[config.mk]
export PLATFORM = sky130hd
export DESIGN_NAME = rtu_frame_receiver
export DESIGN_NICKNAME = d
export VERILOG_FILES = /design/src/hdl/rtu_pkg.sv /design/src/hdl/rtu_cfg.sv /design/src/hdl/rtu_engine.sv /design/src/hdl/rtu_frame_receiver.sv
export SDC_FILE = /design/constraint.sdc
export NUM_CORES = 1
export LEC_CHECK = 0
export BUFFER_PORTS_ARGS = -buffer_cell sky130_fd_sc_hd__buf_4
export CAP_MARGIN = 5
export CORE_UTILIZATION = 54
export DETAILED_ROUTE_END_ITERATION = 8
export GPL_ROUTABILITY_DRIVEN = 0
export GPL_TIMING_DRIVEN = 0
export PLACE_DENSITY = 0.76
export SETUP_SLACK_MARGIN = 0.1
export SYNTH_ARGS = -nofsm -noshare
export SYNTH_HDL_FRONTEND = slang
export SYNTH_SLANG_ARGS = --single-unit
export TNS_END_PERCENT = 30
[constraint.sdc]
create_clock -name clk -period 6.4 [get_ports clk]
set_input_delay 1.28 -clock clk [delete_from_list [all_inputs] [get_ports clk]]
set_output_delay 1.28 -clock clk [all_outputs]
set_load 0.005 [all_outputs]
[src/hdl/rtu_pkg.sv]
`default_nettype none

package rtu_pkg;

	// Receive buffer size in bytes (4 .. 256)
	localparam int BUFFER_BYTES = 256;
	localparam int CNT_W        = $clog2(BUFFER_BYTES + 1);
	localparam int IDX_W        = 8;
	localparam int LEN_W        = 9;
	localparam int MIN_FRAME    = 4;

	localparam logic [15:0] CRC_INIT    = 16'hFFFF;
	localparam logic [15:0] CRC_POLY    = 16'hA001;
	localparam logic [15:0] TIMER_MAX   = 16'hFFFF;

	// Register reset values
	localparam logic [7:0]  DEV_ADDR_RST = 8'd0;
	localparam logic [15:0] GAP_RST      = 16'd750;
	localparam logic [15:0] END_RST      = 16'd1750;

	typedef logic [1:0] cfg_index_t;
	localparam cfg_index_t CFG_DEV_ADDR = 2'd0;
	localparam cfg_index_t CFG_GAP      = 2'd1;
	localparam cfg_index_t CFG_END      = 2'd2;

	localparam logic CMD_BYTE = 1'b0;
	localparam logic CMD_TICK = 1'b1;

	localparam logic KIND_BYTE    = 1'b0;
	localparam logic KIND_VERDICT = 1'b1;

	typedef enum logic [2:0] {
		ST_ACCEPTED  = 3'd0,
		ST_BROADCAST = 3'd1,
		ST_SHORT     = 3'd2,
		ST_OTHER     = 3'd3,
		ST_BAD_CRC   = 3'd4,
		ST_BROKEN    = 3'd5
	} status_t;

	typedef struct packed {
		logic [7:0]  station_addr;
		logic [15:0] gap_ticks;
		logic [15:0] end_ticks;
	} cfg_t;

	typedef struct packed {
		logic       command;
		logic [7:0] byte_value;
	} item_t;

	typedef struct packed {
		logic             kind;
		logic [7:0]       frame_byte;
		logic [IDX_W-1:0] byte_index;
		status_t          status;
		logic [7:0]       frame_address;
		logic [LEN_W-1:0] frame_length;
	} result_t;

endpackage

`default_nettype wire

[src/hdl/rtu_cfg.sv]
`default_nettype none

module rtu_cfg (
	input  wire logic               clk,
	input  wire logic               arst_n,
	input  wire logic               cfg_valid,
	output logic                    cfg_ready,
	input  wire rtu_pkg::cfg_index_t cfg_index,
	input  wire logic [15:0]        cfg_data,
	output rtu_pkg::cfg_t           cfg
);
	import rtu_pkg::*;

	cfg_t cfg_q;

	assign cfg_ready = 1'b1;
	assign cfg       = cfg_q;

	always_ff @(posedge clk or negedge arst_n) begin
		if (!arst_n) begin
			cfg_q.station_addr <= DEV_ADDR_RST;
			cfg_q.gap_ticks    <= GAP_RST;
			cfg_q.end_ticks    <= END_RST;
		end else if (cfg_valid && cfg_ready) begin
			case (cfg_index)
				CFG_DEV_ADDR: cfg_q.station_addr <= cfg_data[7:0];
				CFG_GAP:      cfg_q.gap_ticks    <= cfg_data;
				CFG_END:      cfg_q.end_ticks    <= cfg_data;
				default: ;    // unknown index ignored
			endcase
		end
	end

endmodule

`default_nettype wire

[src/hdl/rtu_engine.sv]
`default_nettype none

module rtu_engine (
	input  wire logic            clk,
	input  wire logic            arst_n,
	input  wire logic            step_en,
	input  wire rtu_pkg::item_t  item,
	input  wire rtu_pkg::cfg_t   cfg,
	output logic                 res_valid,
	output rtu_pkg::result_t     res
);
	import rtu_pkg::*;

	typedef enum logic [1:0] {
		PH_SYNC,
		PH_IDLE,
		PH_RECV,
		PH_ENDW
	} phase_t;

	phase_t           phase_q, phase_d;
	logic [15:0]      timer_q, timer_d;
	logic [CNT_W-1:0] count_q, count_d;
	logic [15:0]      crc_q, crc_d;
	logic [7:0]       older_q, older_d;
	logic [7:0]       newer_q, newer_d;
	logic [7:0]       first_q, first_d;
	logic             broken_q, broken_d;

	logic        is_tick;
	logic [15:0] timer_inc;
	logic        can_store;
	logic [15:0] crc_shift;
	status_t     clean_status;

	function automatic logic [15:0] crc_byte(input logic [15:0] crc, input logic [7:0] b);
		logic [15:0] c;
		c = crc ^ {8'h00, b};
		for (int k = 0; k < 8; k++) begin
			if (c[0]) c = (c >> 1) ^ CRC_POLY;
			else      c = c >> 1;
		end
		return c;
	endfunction

	assign is_tick   = (item.command == CMD_TICK);
	assign timer_inc = (timer_q == TIMER_MAX) ? timer_q : timer_q + 16'd1;
	assign can_store = (count_q < CNT_W'(BUFFER_BYTES));
	assign crc_shift = crc_byte(crc_q, older_q);

	// Verdict ignoring the broken mark; CRC trailer is low byte first
	always_comb begin
		if (count_q < CNT_W'(MIN_FRAME))
			clean_status = ST_SHORT;
		else if (first_q != 8'd0 && first_q != cfg.station_addr)
			clean_status = ST_OTHER;
		else if ({newer_q, older_q} != crc_q)
			clean_status = ST_BAD_CRC;
		else if (first_q == 8'd0)
			clean_status = ST_BROADCAST;
		else
			clean_status = ST_ACCEPTED;
	end

	always_comb begin
		phase_d   = phase_q;
		timer_d   = timer_q;
		count_d   = count_q;
		crc_d     = crc_q;
		older_d   = older_q;
		newer_d   = newer_q;
		first_d   = first_q;
		broken_d  = broken_q;
		res_valid = 1'b0;
		res       = '0;
		res.status = ST_ACCEPTED;

		if (step_en) begin
			unique case (phase_q)
				PH_SYNC: begin
					if (!is_tick) begin
						timer_d = '0;
					end else begin
						timer_d = timer_inc;
						if (timer_inc >= cfg.end_ticks) phase_d = PH_IDLE;
					end
				end
				PH_IDLE: begin
					// first byte opens a frame; buffer is never full here
					if (!is_tick) begin
						count_d   = CNT_W'(1);
						crc_d     = CRC_INIT;
						older_d   = '0;
						newer_d   = item.byte_value;
						first_d   = item.byte_value;
						broken_d  = 1'b0;
						timer_d   = '0;
						phase_d   = PH_RECV;
						res_valid = 1'b1;
						res.kind       = KIND_BYTE;
						res.frame_byte = item.byte_value;
						res.byte_index = '0;
					end
				end
				PH_RECV: begin
					if (!is_tick) begin
						timer_d = '0;
						if (can_store) begin
							if (count_q >= CNT_W'(2)) crc_d = crc_shift;
							older_d   = newer_q;
							newer_d   = item.byte_value;
							count_d   = count_q + CNT_W'(1);
							res_valid = 1'b1;
							res.kind       = KIND_BYTE;
							res.frame_byte = item.byte_value;
							res.byte_index = IDX_W'(count_q);
						end
					end else begin
						timer_d = timer_inc;
						if (timer_inc >= cfg.gap_ticks) begin
							phase_d  = PH_ENDW;
							broken_d = 1'b0;
							if (timer_inc >= cfg.end_ticks) begin
								phase_d   = PH_IDLE;
								res_valid = 1'b1;
								res.kind          = KIND_VERDICT;
								res.status        = clean_status;
								res.frame_address = first_q;
								res.frame_length  = LEN_W'(count_q);
							end
						end
					end
				end
				PH_ENDW: begin
					if (!is_tick) begin
						broken_d = 1'b1;
						timer_d  = '0;
					end else begin
						timer_d = timer_inc;
						if (timer_inc >= cfg.end_ticks) begin
							phase_d   = PH_IDLE;
							res_valid = 1'b1;
							res.kind          = KIND_VERDICT;
							res.status        = broken_q ? ST_BROKEN : clean_status;
							res.frame_address = first_q;
							res.frame_length  = LEN_W'(count_q);
						end
					end
				end
				default: ;
			endcase
		end
	end

	always_ff @(posedge clk or negedge arst_n) begin
		if (!arst_n) begin
			phase_q  <= PH_SYNC;
			timer_q  <= '0;
			count_q  <= '0;
			crc_q    <= CRC_INIT;
			older_q  <= '0;
			newer_q  <= '0;
			first_q  <= '0;
			broken_q <= 1'b0;
		end else begin
			phase_q  <= phase_d;
			timer_q  <= timer_d;
			count_q  <= count_d;
			crc_q    <= crc_d;
			older_q  <= older_d;
			newer_q  <= newer_d;
			first_q  <= first_d;
			broken_q <= broken_d;
		end
	end

	// A forwarded byte always leaves the block receiving
	assert property (@(posedge clk) disable iff (!arst_n)
		res_valid && res.kind == KIND_BYTE |=> phase_q == PH_RECV)
		else $error("byte forwarded outside reception");

	// A verdict always returns the block to idle
	assert property (@(posedge clk) disable iff (!arst_n)
		res_valid && res.kind == KIND_VERDICT |=> phase_q == PH_IDLE)
		else $error("verdict did not return to idle");

	// Any received byte restarts the silence timer
	assert property (@(posedge clk) disable iff (!arst_n)
		step_en && item.command == CMD_BYTE |=> timer_q == 16'd0)
		else $error("byte did not restart silence timer");

	// An accepted frame holds at least address and CRC
	assert property (@(posedge clk) disable iff (!arst_n)
		res_valid && res.kind == KIND_VERDICT &&
		(res.status == ST_ACCEPTED || res.status == ST_BROADCAST)
		|-> res.frame_length >= LEN_W'(MIN_FRAME))
		else $error("short frame accepted");

	// Stored count never passes the buffer size
	assert property (@(posedge clk) disable iff (!arst_n)
		step_en |=> count_q <= CNT_W'(BUFFER_BYTES))
		else $error("stored count overflow");

endmodule

`default_nettype wire

[src/hdl/rtu_frame_receiver.sv]
// Path: an input transfer loads the input register, and its result then loads the result
//   register; the item waits in the input register while a held result is stalled.
// Throughput: one item per cycle; the single-pass step logic and the result register
//   set the rate, and input stall follows output stall only while a result is held.
// Items that produce no result (ticks, dropped bytes) still each take an engine step.
// Reset (arst_n low, asynchronous): line sync wait, empty pipeline, registers at
//   station address 0, gap time 750 ticks, end time 1750 ticks.
`default_nettype none

module rtu_frame_receiver (
	input  wire logic                clk,
	input  wire logic                arst_n,
	// item channel
	input  wire logic                in_valid,
	output logic                     in_stall,
	input  wire logic                command,
	input  wire logic [7:0]          byte_value,
	// result channel
	output logic                     out_valid,
	input  wire logic                out_stall,
	output logic                     kind,
	output logic [7:0]               frame_byte,
	output logic [7:0]               byte_index,
	output logic [2:0]               status,
	output logic [7:0]               frame_address,
	output logic [8:0]               frame_length,
	// configuration write channel
	input  wire logic                cfg_valid,
	output logic                     cfg_ready,
	input  wire rtu_pkg::cfg_index_t cfg_index,
	input  wire logic [15:0]         cfg_data
);
	import rtu_pkg::*;

	cfg_t    cfg;
	item_t   item_s1;
	logic    valid_s1;
	logic    advance;
	logic    step_valid;
	result_t step_res;
	result_t res_q;
	logic    res_valid_q;

	rtu_cfg u_cfg (
		.clk       (clk),
		.arst_n    (arst_n),
		.cfg_valid (cfg_valid),
		.cfg_ready (cfg_ready),
		.cfg_index (cfg_index),
		.cfg_data  (cfg_data),
		.cfg       (cfg)
	);

	// The stage-1 item moves on whenever the result register is empty or draining.
	assign advance  = valid_s1 && (!res_valid_q || !out_stall);
	assign in_stall = valid_s1 && !advance;

	// Input register: reloads whenever it is not holding a stalled item
	always_ff @(posedge clk or negedge arst_n) begin
		if (!arst_n) begin
			valid_s1 <= 1'b0;
		end else if (!in_stall) begin
			valid_s1 <= in_valid;
		end
	end

	always_ff @(posedge clk) begin
		if (!in_stall) begin
			item_s1.command    <= command;
			item_s1.byte_value <= byte_value;
		end
	end

	// Frame state and the per-item step
	rtu_engine u_engine (
		.clk       (clk),
		.arst_n    (arst_n),
		.step_en   (advance),
		.item      (item_s1),
		.cfg       (cfg),
		.res_valid (step_valid),
		.res       (step_res)
	);

	// Result register: holds a result until its transfer completes
	always_ff @(posedge clk or negedge arst_n) begin
		if (!arst_n) begin
			res_valid_q <= 1'b0;
		end else if (advance) begin
			res_valid_q <= step_valid;
		end else if (!out_stall) begin
			res_valid_q <= 1'b0;
		end
	end

	always_ff @(posedge clk) begin
		if (advance && step_valid) begin
			res_q <= step_res;
		end
	end

	assign out_valid     = res_valid_q;
	assign kind          = res_q.kind;
	assign frame_byte    = res_q.frame_byte;
	assign byte_index    = res_q.byte_index;
	assign status        = res_q.status;
	assign frame_address = res_q.frame_address;
	assign frame_length  = res_q.frame_length;

endmodule

`default_nettype wire

==> PnR_summary.wiki, run 1 <==
{| class="wikitable"
! Metric !! Value
|-
| CP cell instances || and4_1, buf_6, nand4_4, or3_1, clkbuf_1, nor3_1, a21oi_1, ha_1, nand4_1, nor3_1, a31oi_1, a21oi_1, o21ai_0, a21boi_4, buf_16
|-
| Vias || 5647
|-
| Overall routing resource usage || 24.3%
|-
| Share of total power in the clock network || 29.2%
|-
| Setup Skew || 0.00967 ns
|-
| Maximum root-to-sink buffer count || 2
|-
| Share of the cycle needed by the critical path after routing || 75.6%
|-
| Placed cell area || ~8700 sq um
|-
| Post-synthesis average cell area || 11.3 sq um
|-
| FILL cells || 1047
|-
| Floorplan die area || 15200 sq um
|-
| Layout cells sized above 1 || between 20 and 30%
|-
| Core Rows || 43
|-
| Total setup buffers inserted after CTS || 0
|-
| Final core utilization || 66.1%
|-
| Routed length per placed instance || 17.3 um
|-
| CTS sink cnt || 156
|-
| Endpoint kind of the worst setup timing path || flop
|-
| Peak supply drop || 222 uV
|-
| Average vias per placed instance || approximately 5.7
|-
| Maximum achievable frequency || around 0.21 GHz
|-
| Commonest register cell after synthesis || sky130_fd_sc_hd__dfrtp_1
|-
| # Max-Cap Violations || 0
|-
| Count of hold-fix buffers inserted at cts || 0
|-
| Vias in the first global route || about 5700
|-
| Outcome || finished clean
|-
| Final number of setup-violating endpoints || 0
|-
| Overflow left after global routing || 0
|-
| TritonCTS clock tree || built
|-
| Buffers & Inverters on Critical Path || 3
|-
| Number of port buffers || 70
|-
| Number of storage elements in the synthesis netlist || ~160
|-
| Number of antenna violations at the first check in global routing || 0
|-
| Sequential cell fraction of total power || between 40% and 50%
|-
| Sequential fraction of the synthesis area || 52.6%
|-
| Total I/O pin count || 72
|-
| Async S/R FF share, synth || 70.5%
|-
| Crit path max-delay family || compound AO/OA/AOI/OAI gates
|-
| Number of routed nets with antenna violations || 0
|-
| Worst Setup Start Kind || flop
|-
| Post-Syn Nets || 778
|-
| CP arrival || 4.97 ns
|-
| Minimum period implied by the final worst setup slack || 4.84 ns
|-
| Path class of the lowest-slack min-delay path || reg2reg
|-
| Worst slew pin tran || roughly 0.72 ns
|-
| Maximum net fanout on the critical path || 20
|-
| Cell area after synthesis || 7930 sq um
|-
| Internal power of the cells || roughly 2.3 mW
|-
| Post-CTS Resized || 0
|-
| Post-synth cell types || 60
|-
| Total clock buffers created by CTS || 17
|-
| CTS root buffer || sky130_fd_sc_hd__clkbuf_16
|-
| Worst Setup Path Type || reg2reg
|-
| Clock input transition at the sequential cells of the worst setup and hold paths || 0.06 ns
|-
| Sequential cell area in the final layout || 4170 sq um
|-
| RSZ-0062 raised after global routing || no
|-
| Die extent in x || roughly 120 um
|-
| Die outline height || 123 um
|-
| Commonest non-fill, non-tap cell in the layout || sky130_fd_sc_hd__dfrtp_1
|-
| Power per Cell Area || between 300 and 400 nW/um^2
|-
| Post-synthesis cell count || 702
|-
| Antenna Cells || 0
|-
| Number of instances in the placed design || approximately 950
|-
| Layout overhead on the synthesized area || 17.6%
|-
| Combinational power share || 28.2%
|-
| Detailed router's first-iteration violation count || approximately 380
|-
| Post-synth EDFFs || 46
|-
| Total Nets Final || 869
|-
| Residual DRC || 0
|-
| Total half-perimeter wirelength after legalization and detailed placement || 12500 um
|-
| Final non-filler cell area || approximately 9300 sq um
|-
| Commonest non-fill, non-tap cells in the layout || 80 x sky130_fd_sc_hd__dfrtp_1, 78 x sky130_fd_sc_hd__nand2_1, 72 x sky130_fd_sc_hd__buf_4
|-
| H-Tree Level Count || 4
|-
| Pin count of the biggest net entering global routing || 111
|-
| Crit path max-delay cell type || sky130_fd_sc_hd__a21boi_4
|-
| Pre-antenna DRT Iters || 5
|-
| Initial standard-cell utilization of the core || between 50% and 60%
|-
| Global-route wire length before repair || 27900 um
|-
| Routed Wire Length || approximately 17000 um
|-
| Clock insertion delay at the later pin of the skew report || 0.42 ns
|-
| Core area || 14100 sq um
|-
| Sw Share || 31.7%
|-
| Post-route non-filler standard cell count || slightly below 1000
|-
| Yosys warning count || 0
|-
| Net switching power figure || 1.06 mW
|-
| Number of hold violations in the final report || 0
|-
| Multi-input logic area || ~3500 sq um
|-
| Required time of the worst setup path || between 6 and 7 ns
|-
| Lkg Pwr || 4.13 nW
|-
| Number of slew-limit violations in the final report || 0
|-
| Tightest slew margin relative to the limit || 51.5%
|-
| Maximum single-stage delay on the critical path || 0.63 ns
|}
==> flip-flops by register name, summed over array words and instances, names as in the netlist <==
signal and count:
byte_index 8, frame_address 8, frame_byte 8, frame_length 9, item_s1 9, kind 1
out_valid 1, status 3, u_cfg.cfg 40, u_engine.broken_q 1, u_engine.count_q 9, u_engine.crc_q 16
u_engine.first_q 8, u_engine.newer_q 8, u_engine.older_q 8, u_engine.phase_q 2, u_engine.timer_q 16, valid_s1 1
==> metrics by stage <==
step / setup TNS (ns) / hold slack, ns / power, mW / setup slack, ns
after floorplan: 0 / 0.451 / 2.08 / 0.257
after global placement: -40.68 / 0.492 / 2.30 / -1.10
after detailed placement: 0 / 0.498 / 2.36 / 1.72
after CTS: 0 / 0.506 / 3.35 / 1.67
after global routing: 0 / 0.519 / 3.52 / 1.25
final: 0 / 0.506 / 3.33 / 1.56
==> cells in the mapped netlist (5+ instances only) <==
| cell type | number | area (sq um) |
|---|---|---|
| sky130_fd_sc_hd__nand4_1 | 12 | 75.1 |
| sky130_fd_sc_hd__xor2_1 | 22 | 193 |
| sky130_fd_sc_hd__and3_1 | 5 | 31.3 |
| sky130_fd_sc_hd__nand3_1 | 13 | 65.1 |
| sky130_fd_sc_hd__xnor2_1 | 27 | 236 |
| sky130_fd_sc_hd__mux2_2 | 50 | 563 |
| sky130_fd_sc_hd__o21ai_0 | 33 | 165 |
| sky130_fd_sc_hd__nor2_1 | 30 | 113 |
| sky130_fd_sc_hd__dfrtp_1 | 80 | 2000 |
| sky130_fd_sc_hd__ha_1 | 44 | 551 |
| sky130_fd_sc_hd__and2_1 | 33 | 206 |
| sky130_fd_sc_hd__clkbuf_1 | 14 | 52.6 |
| sky130_fd_sc_hd__a31oi_1 | 10 | 62.6 |
| sky130_fd_sc_hd__nor3_1 | 10 | 50.1 |
| sky130_fd_sc_hd__nand2_1 | 78 | 293 |
| sky130_fd_sc_hd__o22a_1 | 16 | 140 |
| sky130_fd_sc_hd__dfstp_2 | 30 | 788 |
| sky130_fd_sc_hd__inv_1 | 43 | 161 |
| sky130_fd_sc_hd__edfxtp_1 | 46 | 1380 |
| sky130_fd_sc_hd__a21oi_1 | 32 | 160 |
==> power by group through the flow <==
stage               clock network [mW]  registers, mW  logic [mW]
global placement                     0           1.43       0.870
floorplan                            0           1.39       0.689
global route                      1.03           1.45        1.05
detailed placement                   0           1.43       0.925
CTS                              0.991           1.42       0.936
finish                           0.973           1.42       0.938
==> cell families after synthesis <==
kind of cell,count (synthesis),synth area share (%)
XOR/XNOR,50,5.72
flip-flops,156,52.6
AO/OA/AOI/OAI,121,9.98
AND/OR/NAND/NOR,211,13.6
buffers and inverters,68,3.80
other,1,0.0473
adder cells (fa/ha/maj),44,6.95
multiplexers,51,7.23
==> per-layer routing <==
layer	vias to the layer above	GRT usage (%)	routed length (um)
li1	2661	-	-
met3	21	5.12	838
met4	0	7.91	247
met2	168	39.4	8410
met5	-	0	0
met1	2797	32.6	7570
==> area by class of cell <==
| type | count | share of cell area [%] |
|---|---|---|
| plain buffers | 25 | 1.50 |
| clock buffers | 21 | 4.83 |
| clock inverters | 11 | 1.30 |
| inverters | 43 | 1.73 |
| multi-input cells | 478 | 37.2 |
| flip-flops and latches | 156 | 44.8 |
| well taps | 180 | 2.42 |
| repair buffers | 72 | 6.27 |
==> worst paths after layout <==
path,to,cells past startpoint,slack [ns],from
setup reg to reg,frame_address[0]$_SDFFCE_PN0P_,15,1.56,u_engine.timer_q[5]$_DFFE_PN0P_
setup / recovery,frame_address[0]$_SDFFCE_PN0P_,15,1.56,u_engine.timer_q[5]$_DFFE_PN0P_
hold / removal,u_cfg.cfg[27]$_DFFE_PN0P_,1,0.51,u_cfg.cfg[27]$_DFFE_PN0P_
hold reg to reg,u_cfg.cfg[27]$_DFFE_PN0P_,1,0.51,u_cfg.cfg[27]$_DFFE_PN0P_
max in group asynchronous,u_engine.crc_q[7]$_DFFE_PN1P_,2,4.92,arst_n
min in group asynchronous,u_cfg.cfg[27]$_DFFE_PN0P_,1,0.78,arst_n
No activity file was read; power rests on OpenSTA's default activity.
==> run 2: changes to the inputs <==
CORE_UTILIZATION = 60   (was 54)
PLACE_DENSITY = 0.8   (was 0.76)
clock period = 4.85 ns   (was 6.4 ns; I/O delays follow)
==> PnR_summary.wiki, run 2 (synthesis results as in run 1) <==
{| class="wikitable"
! Metric !! Value
|-
| Outcome || finished clean (unchanged)
|-
| CTS sink cnt || 156 (unchanged)
|-
| Net switching power figure || 1.45 mW (was 1.06 mW)
|-
| Power per Cell Area || 481 nW/um^2 (was 358 nW/um^2)
|-
| Reg-to-reg critical path startpoint || u_engine.timer_q[5]$_DFFE_PN0P_ (unchanged)
|-
| Antenna Cells || 0 (unchanged)
|-
| Sw Share || 32.1% (was 31.7%)
|-
| Flip-flop count of the largest register after layout || 40 (unchanged)
|-
| Detailed router's first-iteration violation count || 466 (was 381)
|-
| H-Tree Level Count || 4 (unchanged)
|-
| Internal power of the cells || 3.06 mW (was 2.28 mW)
|-
| Lkg Pwr || 4.15 nW (was 4.13 nW)
|-
| Number of antenna violations at the first check in global routing || 0 (unchanged)
|-
| Core area || 12800 sq um (was 14100 sq um)
|-
| Sequential cell fraction of total power || 41.6% (was 42.7%)
|-
| Maximum achievable frequency || 0.227 GHz (was 0.207 GHz)
|-
| RSZ-0062 raised after global routing || no (unchanged)
|-
| Average vias per placed instance || 5.88 (was 5.73)
|-
| CP arrival || 4.54 ns (was 4.97 ns)
|-
| CTS root buffer || sky130_fd_sc_hd__clkbuf_16 (unchanged)
|-
| # Max-Cap Violations || 0 (unchanged)
|-
| Layout overhead on the synthesized area || 18.0% (was 17.6%)
|-
| Crit path capture || byte_index[3]$_SDFFCE_PN0P_ (was frame_address[0]$_SDFFCE_PN0P_)
|-
| Layout cells sized above 1 || 25.7% (was 25.4%)
|-
| Clock insertion delay at the later pin of the skew report || 0.43 ns (was 0.42 ns)
|-
| Pre-antenna DRT Iters || 6 (was 5)
|-
| Launch point of the worst path || u_engine.timer_q[5]$_DFFE_PN0P_ (unchanged)
|-
| Worst slew pin tran || 0.786 ns (was 0.724 ns)
|-
| Tightest slew margin relative to the limit || 47.4% (was 51.5%)
|-
| Share of total power in the clock network || 30.1% (was 29.2%)
|-
| Number of hold violations in the final report || 0 (unchanged)
|-
| Count of hold-fix buffers inserted at cts || 0 (unchanged)
|-
| Worst Setup Start Kind || flop (unchanged)
|-
| Vias in the first global route || 5588 (was 5681)
|-
| Commonest non-fill, non-tap cell in the layout || sky130_fd_sc_hd__dfrtp_1 (unchanged)
|-
| Total clock buffers created by CTS || 17 (unchanged)
|-
| Maximum root-to-sink buffer count || 2 (unchanged)
|-
| Global-route wire length before repair || 28000 um (was 27900 um)
|-
| Crit path max-delay cell type || sky130_fd_sc_hd__a21oi_1 (was sky130_fd_sc_hd__a21boi_4)
|-
| Maximum single-stage delay on the critical path || 0.51 ns (was 0.63 ns)
|-
| Multi-input logic area || 3460 sq um (unchanged)
|-
| Floorplan die area || 13700 sq um (was 15200 sq um)
|-
| Path class of the lowest-slack min-delay path || in2async (was reg2reg)
|-
| Placed cell area || 8700 sq um (was 8710 sq um)
|-
| Commonest non-fill, non-tap cells in the layout || 80 x sky130_fd_sc_hd__dfrtp_1, 78 x sky130_fd_sc_hd__nand2_1, 72 x sky130_fd_sc_hd__buf_4 (unchanged)
|-
| Final number of setup-violating endpoints || 0 (unchanged)
|-
| Overflow left after global routing || 0 (unchanged)
|-
| Die outline height || 117 um (was 123 um)
|-
| Initial standard-cell utilization of the core || 62.0% (was 56.2%)
|-
| Minimum period implied by the final worst setup slack || 4.40 ns (was 4.84 ns)
|-
| Number of routed nets with antenna violations || 0 (unchanged)
|-
| Number of port buffers || 70 (unchanged)
|-
| Number of cells traversed by the worst register-to-register path || 15 (unchanged)
|-
| Sequential cell area in the final layout || 4170 sq um (unchanged)
|-
| Residual DRC || 0 (unchanged)
|-
| Final non-filler cell area || 9350 sq um (was 9320 sq um)
|-
| Required time of the worst setup path || 4.98 ns (was 6.53 ns)
|-
| Worst Setup Path Type || reg2reg (unchanged)
|-
| Setup Skew || 0.0107 ns (was 0.00967 ns)
|-
| Maximum net fanout on the critical path || 20 (unchanged)
|-
| Total half-perimeter wirelength after legalization and detailed placement || 12400 um (was 12500 um)
|-
| Clock input transition at the sequential cells of the worst setup and hold paths || 0.07 ns (was 0.06 ns)
|-
| Pin count of the biggest net entering global routing || 111 (unchanged)
|-
| Endpoint kind of the worst setup timing path || flop (unchanged)
|-
| Total I/O pin count || 72 (unchanged)
|-
| Routed length per placed instance || 17.8 um (was 17.3 um)
|-
| Combinational power share || 28.3% (was 28.2%)
|-
| TritonCTS clock tree || built (unchanged)
|-
| Minimum setup slack among reg-to-reg paths || 0.45 ns (was 1.56 ns)
|-
| Total Nets Final || 870 (was 869)
|-
| Total Neg Setup Slack || 0 ns (unchanged)
|-
| Overall routing resource usage || 27.4% (was 24.3%)
|-
| Number of slew-limit violations in the final report || 0 (unchanged)
|-
| Peak supply drop || 316 uV (was 222 uV)
|-
| Core Rows || 41 (was 43)
|-
| Reg-to-reg critical path endpoint || byte_index[3]$_SDFFCE_PN0P_ (was frame_address[0]$_SDFFCE_PN0P_)
|-
| Routed Wire Length || 17400 um (was 17100 um)
|-
| FILL cells || 853 (was 1047)
|-
| Share of the cycle needed by the critical path after routing || 90.8% (was 75.6%)
|-
| Vias || 5756 (was 5647)
|-
| CP cell instances || and4_1, buf_6, nand4_4, or3_1, clkbuf_1, nor3_1, a21oi_1, ha_1, nand4_1, nor3_1, a31oi_1, a21oi_1, o21ai_0, a21boi_4, buf_16 (unchanged)
|-
| Die extent in x || 117 um (was 123 um)
|}
run 2: metal layers:
| layer | vias up | global-route usage [%] | share of wire [%] |
|---|---|---|---|
| li1 | 2674 | - | - |
| met1 | 2857 | 35.4 | 43 |
| met2 | 200 | 46.3 | 50 |
| met3 | 25 | 5.41 | 5.1 |
| met4 | 0 | 9.96 | 1.5 |
| met5 | - | 0 | 0 |
run 2: worst min-delay path by stage:
stage	start	to	slack, ns	depth (start not counted)
2_1_floorplan	item_s1[0]$_DFFE_PN_	u_engine.newer_q[0]$_DFFE_PN0P_	0.45	2
3_3_place_gp	u_engine.older_q[2]$_DFFE_PN0P_	u_engine.older_q[2]$_DFFE_PN0P_	0.49	2
3_5_place_dp	u_engine.older_q[2]$_DFFE_PN0P_	u_engine.older_q[2]$_DFFE_PN0P_	0.49	2
4_1_cts	u_engine.older_q[7]$_DFFE_PN0P_	u_engine.older_q[7]$_DFFE_PN0P_	0.51	2
5_1_grt	arst_n	u_engine.timer_q[14]$_DFFE_PN0P_	0.41	1
6_report	arst_n	u_engine.broken_q$_DFFE_PN0P_	0.41	1
run 2: repair_timing:
item,in CTS,in global routing
setup buffers,0,1
resized for setup,0,0
endpoints found under the setup margin,0,37
run 2: layout make-up:
cell class	instances	area share (%)
sequential	156	44.6
inverter	43	1.73
multi-input combinational	478	37.0
buffer	25	1.50
timing repair buffer	73	6.46
clock inverter	12	1.73
clock buffer	20	4.67
tap	172	2.30
run 2: critical path: cells and delay by family, from the launching register on:
kind	cells	cell delay, ns
fa+ha+maj	1	0.35
compound gates	5	1.35
buf+inv	3	0.47
flops	1	0.46
simple gates	6	1.47
run 2: power by group through the flow:
stage	sequential [mW]	combinational, mW	clock, mW
floorplan	1.83	0.911	0
global placement	1.88	1.15	0
detailed placement	1.89	1.22	0
CTS	1.87	1.25	1.36
global route	1.90	1.41	1.42
finish	1.87	1.27	1.36
run 2: through the flow:
step | power, mW | utilization (%) | hold WS (ns) | instances | setup WS (ns)
finish | 4.50 | 73.2 | 0.407 | 979 | 0.446
global route | 4.73 | 73.2 | 0.411 | 979 | 0.102
CTS | 4.48 | 72.8 | 0.512 | 977 | 0.149
detailed placement | 3.11 | 68.1 | 0.489 | 945 | 0.178
global placement | 3.02 | 67.9 | 0.485 | 944 | -0.309
floorplan | 2.74 | - | 0.451 | 702 | 0.435
==> run 3: changes to the inputs <==
clock period = 4.2 ns   (was 4.85 ns; I/O delays follow)
==> PnR_summary.wiki, run 3 (synthesis results as in run 1) <==
{| class="wikitable"
! Metric !! Value
|-
| Floorplan die area || 13700 sq um (unchanged)
|-
| Overall routing resource usage || 26.7% (was 27.4%)
|-
| Lkg Pwr || 4.21 nW (was 4.15 nW)
|-
| Routed Wire Length || 17200 um (was 17400 um)
|-
| Vias in the first global route || 5636 (was 5588)
|-
| Endpoint kind of the worst setup timing path || flop (unchanged)
|-
| Initial standard-cell utilization of the core || 62.0% (unchanged)
|-
| Total half-perimeter wirelength after legalization and detailed placement || 12100 um (was 12400 um)
|-
| Setup Skew || 0.0104 ns (was 0.0107 ns)
|-
| Power per Cell Area || 549 nW/um^2 (was 481 nW/um^2)
|-
| Maximum net fanout on the critical path || 10 (was 20)
|-
| Residual DRC || 0 (unchanged)
|-
| Final core utilization || 74.3% (was 73.2%)
|-
| Maximum root-to-sink buffer count || 2 (unchanged)
|-
| Commonest non-fill, non-tap cells in the layout || 78 x sky130_fd_sc_hd__nand2_1, 78 x sky130_fd_sc_hd__dfrtp_1, 76 x sky130_fd_sc_hd__buf_4 (was 80 x sky130_fd_sc_hd__dfrtp_1, 78 x sky130_fd_sc_hd__nand2_1, 72 x sky130_fd_sc_hd__buf_4)
|-
| Vias || 5682 (was 5756)
|-
| Pre-antenna DRT Iters || 5 (was 6)
|-
| Core area || 12800 sq um (unchanged)
|-
| TritonCTS clock tree || built (unchanged)
|-
| Die outline height || 117 um (unchanged)
|-
| Number of antenna violations at the first check in global routing || 0 (unchanged)
|-
| Clock input transition at the sequential cells of the worst setup and hold paths || 0.06 ns (was 0.07 ns)
|-
| Final number of setup-violating endpoints || 0 (unchanged)
|-
| Die extent in x || 117 um (unchanged)
|-
| Number of instances in the placed design || 944 (was 945)
|-
| Required time of the worst setup path || 4.38 ns (was 4.98 ns)
|-
| Count of hold-fix buffers inserted at cts || 0 (unchanged)
|-
| Pin count of the biggest net entering global routing || 111 (unchanged)
|-
| CTS sink cnt || 156 (unchanged)
|-
| Minimum period implied by the final worst setup slack || 3.99 ns (was 4.40 ns)
|-
| Total Nets Final || 876 (was 870)
|-
| Multi-input logic area || 3570 sq um (was 3460 sq um)
|-
| CTS root buffer || sky130_fd_sc_hd__clkbuf_16 (unchanged)
|-
| Placed cell area || 8680 sq um (was 8700 sq um)
|-
| Total clock buffers created by CTS || 17 (unchanged)
|-
| Final non-filler cell area || 9490 sq um (was 9350 sq um)
|-
| Worst Setup Start Kind || flop (unchanged)
|-
| FILL cells || 835 (was 853)
|-
| Average vias per placed instance || 5.77 (was 5.88)
|-
| Number of port buffers || 70 (unchanged)
|-
| Layout overhead on the synthesized area || 19.8% (was 18.0%)
|-
| Overflow left after global routing || 0 (unchanged)
|-
| Layout cells sized above 1 || 27.9% (was 25.7%)
|-
| Sequential cell area in the final layout || 4170 sq um (about the same)
|-
| Worst slew pin tran || 0.767 ns (was 0.786 ns)
|-
| Number of hold violations in the final report || 0 (unchanged)
|-
| Total Neg Setup Slack || 0 ns (unchanged)
|-
| Worst Setup Path Type || reg2reg (unchanged)
|-
| Number of routed nets with antenna violations || 0 (unchanged)
|-
| Peak supply drop || 416 uV (was 316 uV)
|-
| Number of slew-limit violations in the final report || 0 (unchanged)
|-
| RSZ-0062 raised after global routing || yes (was no)
|-
| Global-route wire length before repair || 27400 um (was 28000 um)
|-
| Outcome || finished clean (unchanged)
|-
| Total I/O pin count || 72 (unchanged)
|-
| Hold slack final || 0.316 ns (was 0.407 ns)
|-
| Post-route non-filler standard cell count || 985 (was 979)
|-
| Antenna Cells || 0 (unchanged)
|-
| Share of the cycle needed by the critical path after routing || 94.9% (was 90.8%)
|-
| CP arrival || 4.16 ns (was 4.54 ns)
|-
| Clock insertion delay at the later pin of the skew report || 0.42 ns (was 0.43 ns)
|-
| Path class of the lowest-slack min-delay path || in2async (unchanged)
|-
| Core Rows || 41 (unchanged)
|-
| Routed length per placed instance || 17.5 um (was 17.8 um)
|-
| Detailed router's first-iteration violation count || 400 (was 466)
|-
| # Max-Cap Violations || 0 (unchanged)
|-
| Maximum achievable frequency || 0.251 GHz (was 0.227 GHz)
|-
| H-Tree Level Count || 4 (unchanged)
|-
| Flip-flop count of the largest register after layout || 40 (unchanged)
|-
| Tightest slew margin relative to the limit || 48.6% (was 47.4%)
|}
run 3: changes by cell type in the layout (fill, tap and decap cells not counted), sizes merged:
cell	before	now
a21boi	3	4
clkinv	2	4
inv	47	44
bufinv	3	4
buf	83	88
run 3: final cells by class:
class	count	share of cell area [%]
Tap cell	172	2.27
Timing Repair Buffer	78	6.63
Clock buffer	20	4.60
Sequential cell	156	44.0
Buffer	25	1.48
Inverter	43	1.70
Multi-Input combinational cell	479	37.6
Clock inverter	12	1.79
run 3: where the power goes:
| group | switching (mW) | leakage (nW) | total (mW) | internal [mW] |
|---|---|---|---|---|
| Combinational | 0.778 | 2.15 | 1.46 | 0.682 |
| Clock | 0.595 | 0.288 | 1.58 | 0.990 |
| Sequential | 0.258 | 1.77 | 2.17 | 1.91 |
| Total | 1.63 | 4.21 | 5.21 | 3.58 |
run 3: per-stage QoR:
stage                     setup WS, ns  power [mW]
final                            0.213        5.21
after global routing            0.0476        5.48
after CTS                       0.0845        5.20
after detailed placement        -0.765        3.58
after global placement          -0.516        3.49
after floorplan                  0.100        3.16
run 3: path summary, 6_finish.rpt:
kind                                                  from                        endpoint  slack, ns  depth (start not counted)
setup / recovery           u_engine.timer_q[4]$_DFFE_PN0P_  frame_address[5]$_SDFFCE_PN0P_       0.21                         15
hold / removal                                      arst_n       u_cfg.cfg[11]$_DFFE_PN0P_       0.32                          1
setup reg to reg           u_engine.timer_q[4]$_DFFE_PN0P_  frame_address[5]$_SDFFCE_PN0P_       0.21                         15
hold reg to reg                  u_cfg.cfg[12]$_DFFE_PN0P_       u_cfg.cfg[12]$_DFFE_PN0P_       0.51                          1
max in group asynchronous                           arst_n  u_engine.crc_q[12]$_DFFE_PN1P_       3.17                          2
min in group clk                 u_cfg.cfg[12]$_DFFE_PN0P_       u_cfg.cfg[12]$_DFFE_PN0P_       0.51                          1
run 3: timing repair:
item	4_1_cts	5_1_grt
endpoints found under the setup margin	47	51
endpoints found under the hold margin	0	0
pin swaps	3	9
cloned	1	0
gates resized for setup	8	13
buffers inserted	4	3
run 3: per-layer routing:
metal | vias up | routed length (um) | track usage (%)
met1 | 2796 | 7520 | 35.0
met4 | 0 | 289 | 9.87
met5 | - | 0 | 0
met2 | 169 | 8560 | 43.9
met3 | 30 | 829 | 5.66
li1 | 2687 | - | -
run 3: worst max-delay path, cell delays in order (launching register included):
cell and delay (ns):
sky130_fd_sc_hd__dfrtp_1 0.32, sky130_fd_sc_hd__buf_4 0.14, sky130_fd_sc_hd__and4_1 0.22, sky130_fd_sc_hd__buf_6 0.13, sky130_fd_sc_hd__nand4_4 0.13, sky130_fd_sc_hd__or4_4 0.51, sky130_fd_sc_hd__buf_6 0.16, sky130_fd_sc_hd__xnor2_2 0.20
sky130_fd_sc_hd__ha_1 0.26, sky130_fd_sc_hd__nand2b_1 0.16, sky130_fd_sc_hd__a2111o_1 0.42, sky130_fd_sc_hd__a311oi_2 0.30, sky130_fd_sc_hd__a21boi_2 0.19, sky130_fd_sc_hd__o211a_4 0.21, sky130_fd_sc_hd__buf_2 0.19, sky130_fd_sc_hd__and2_1 0.18
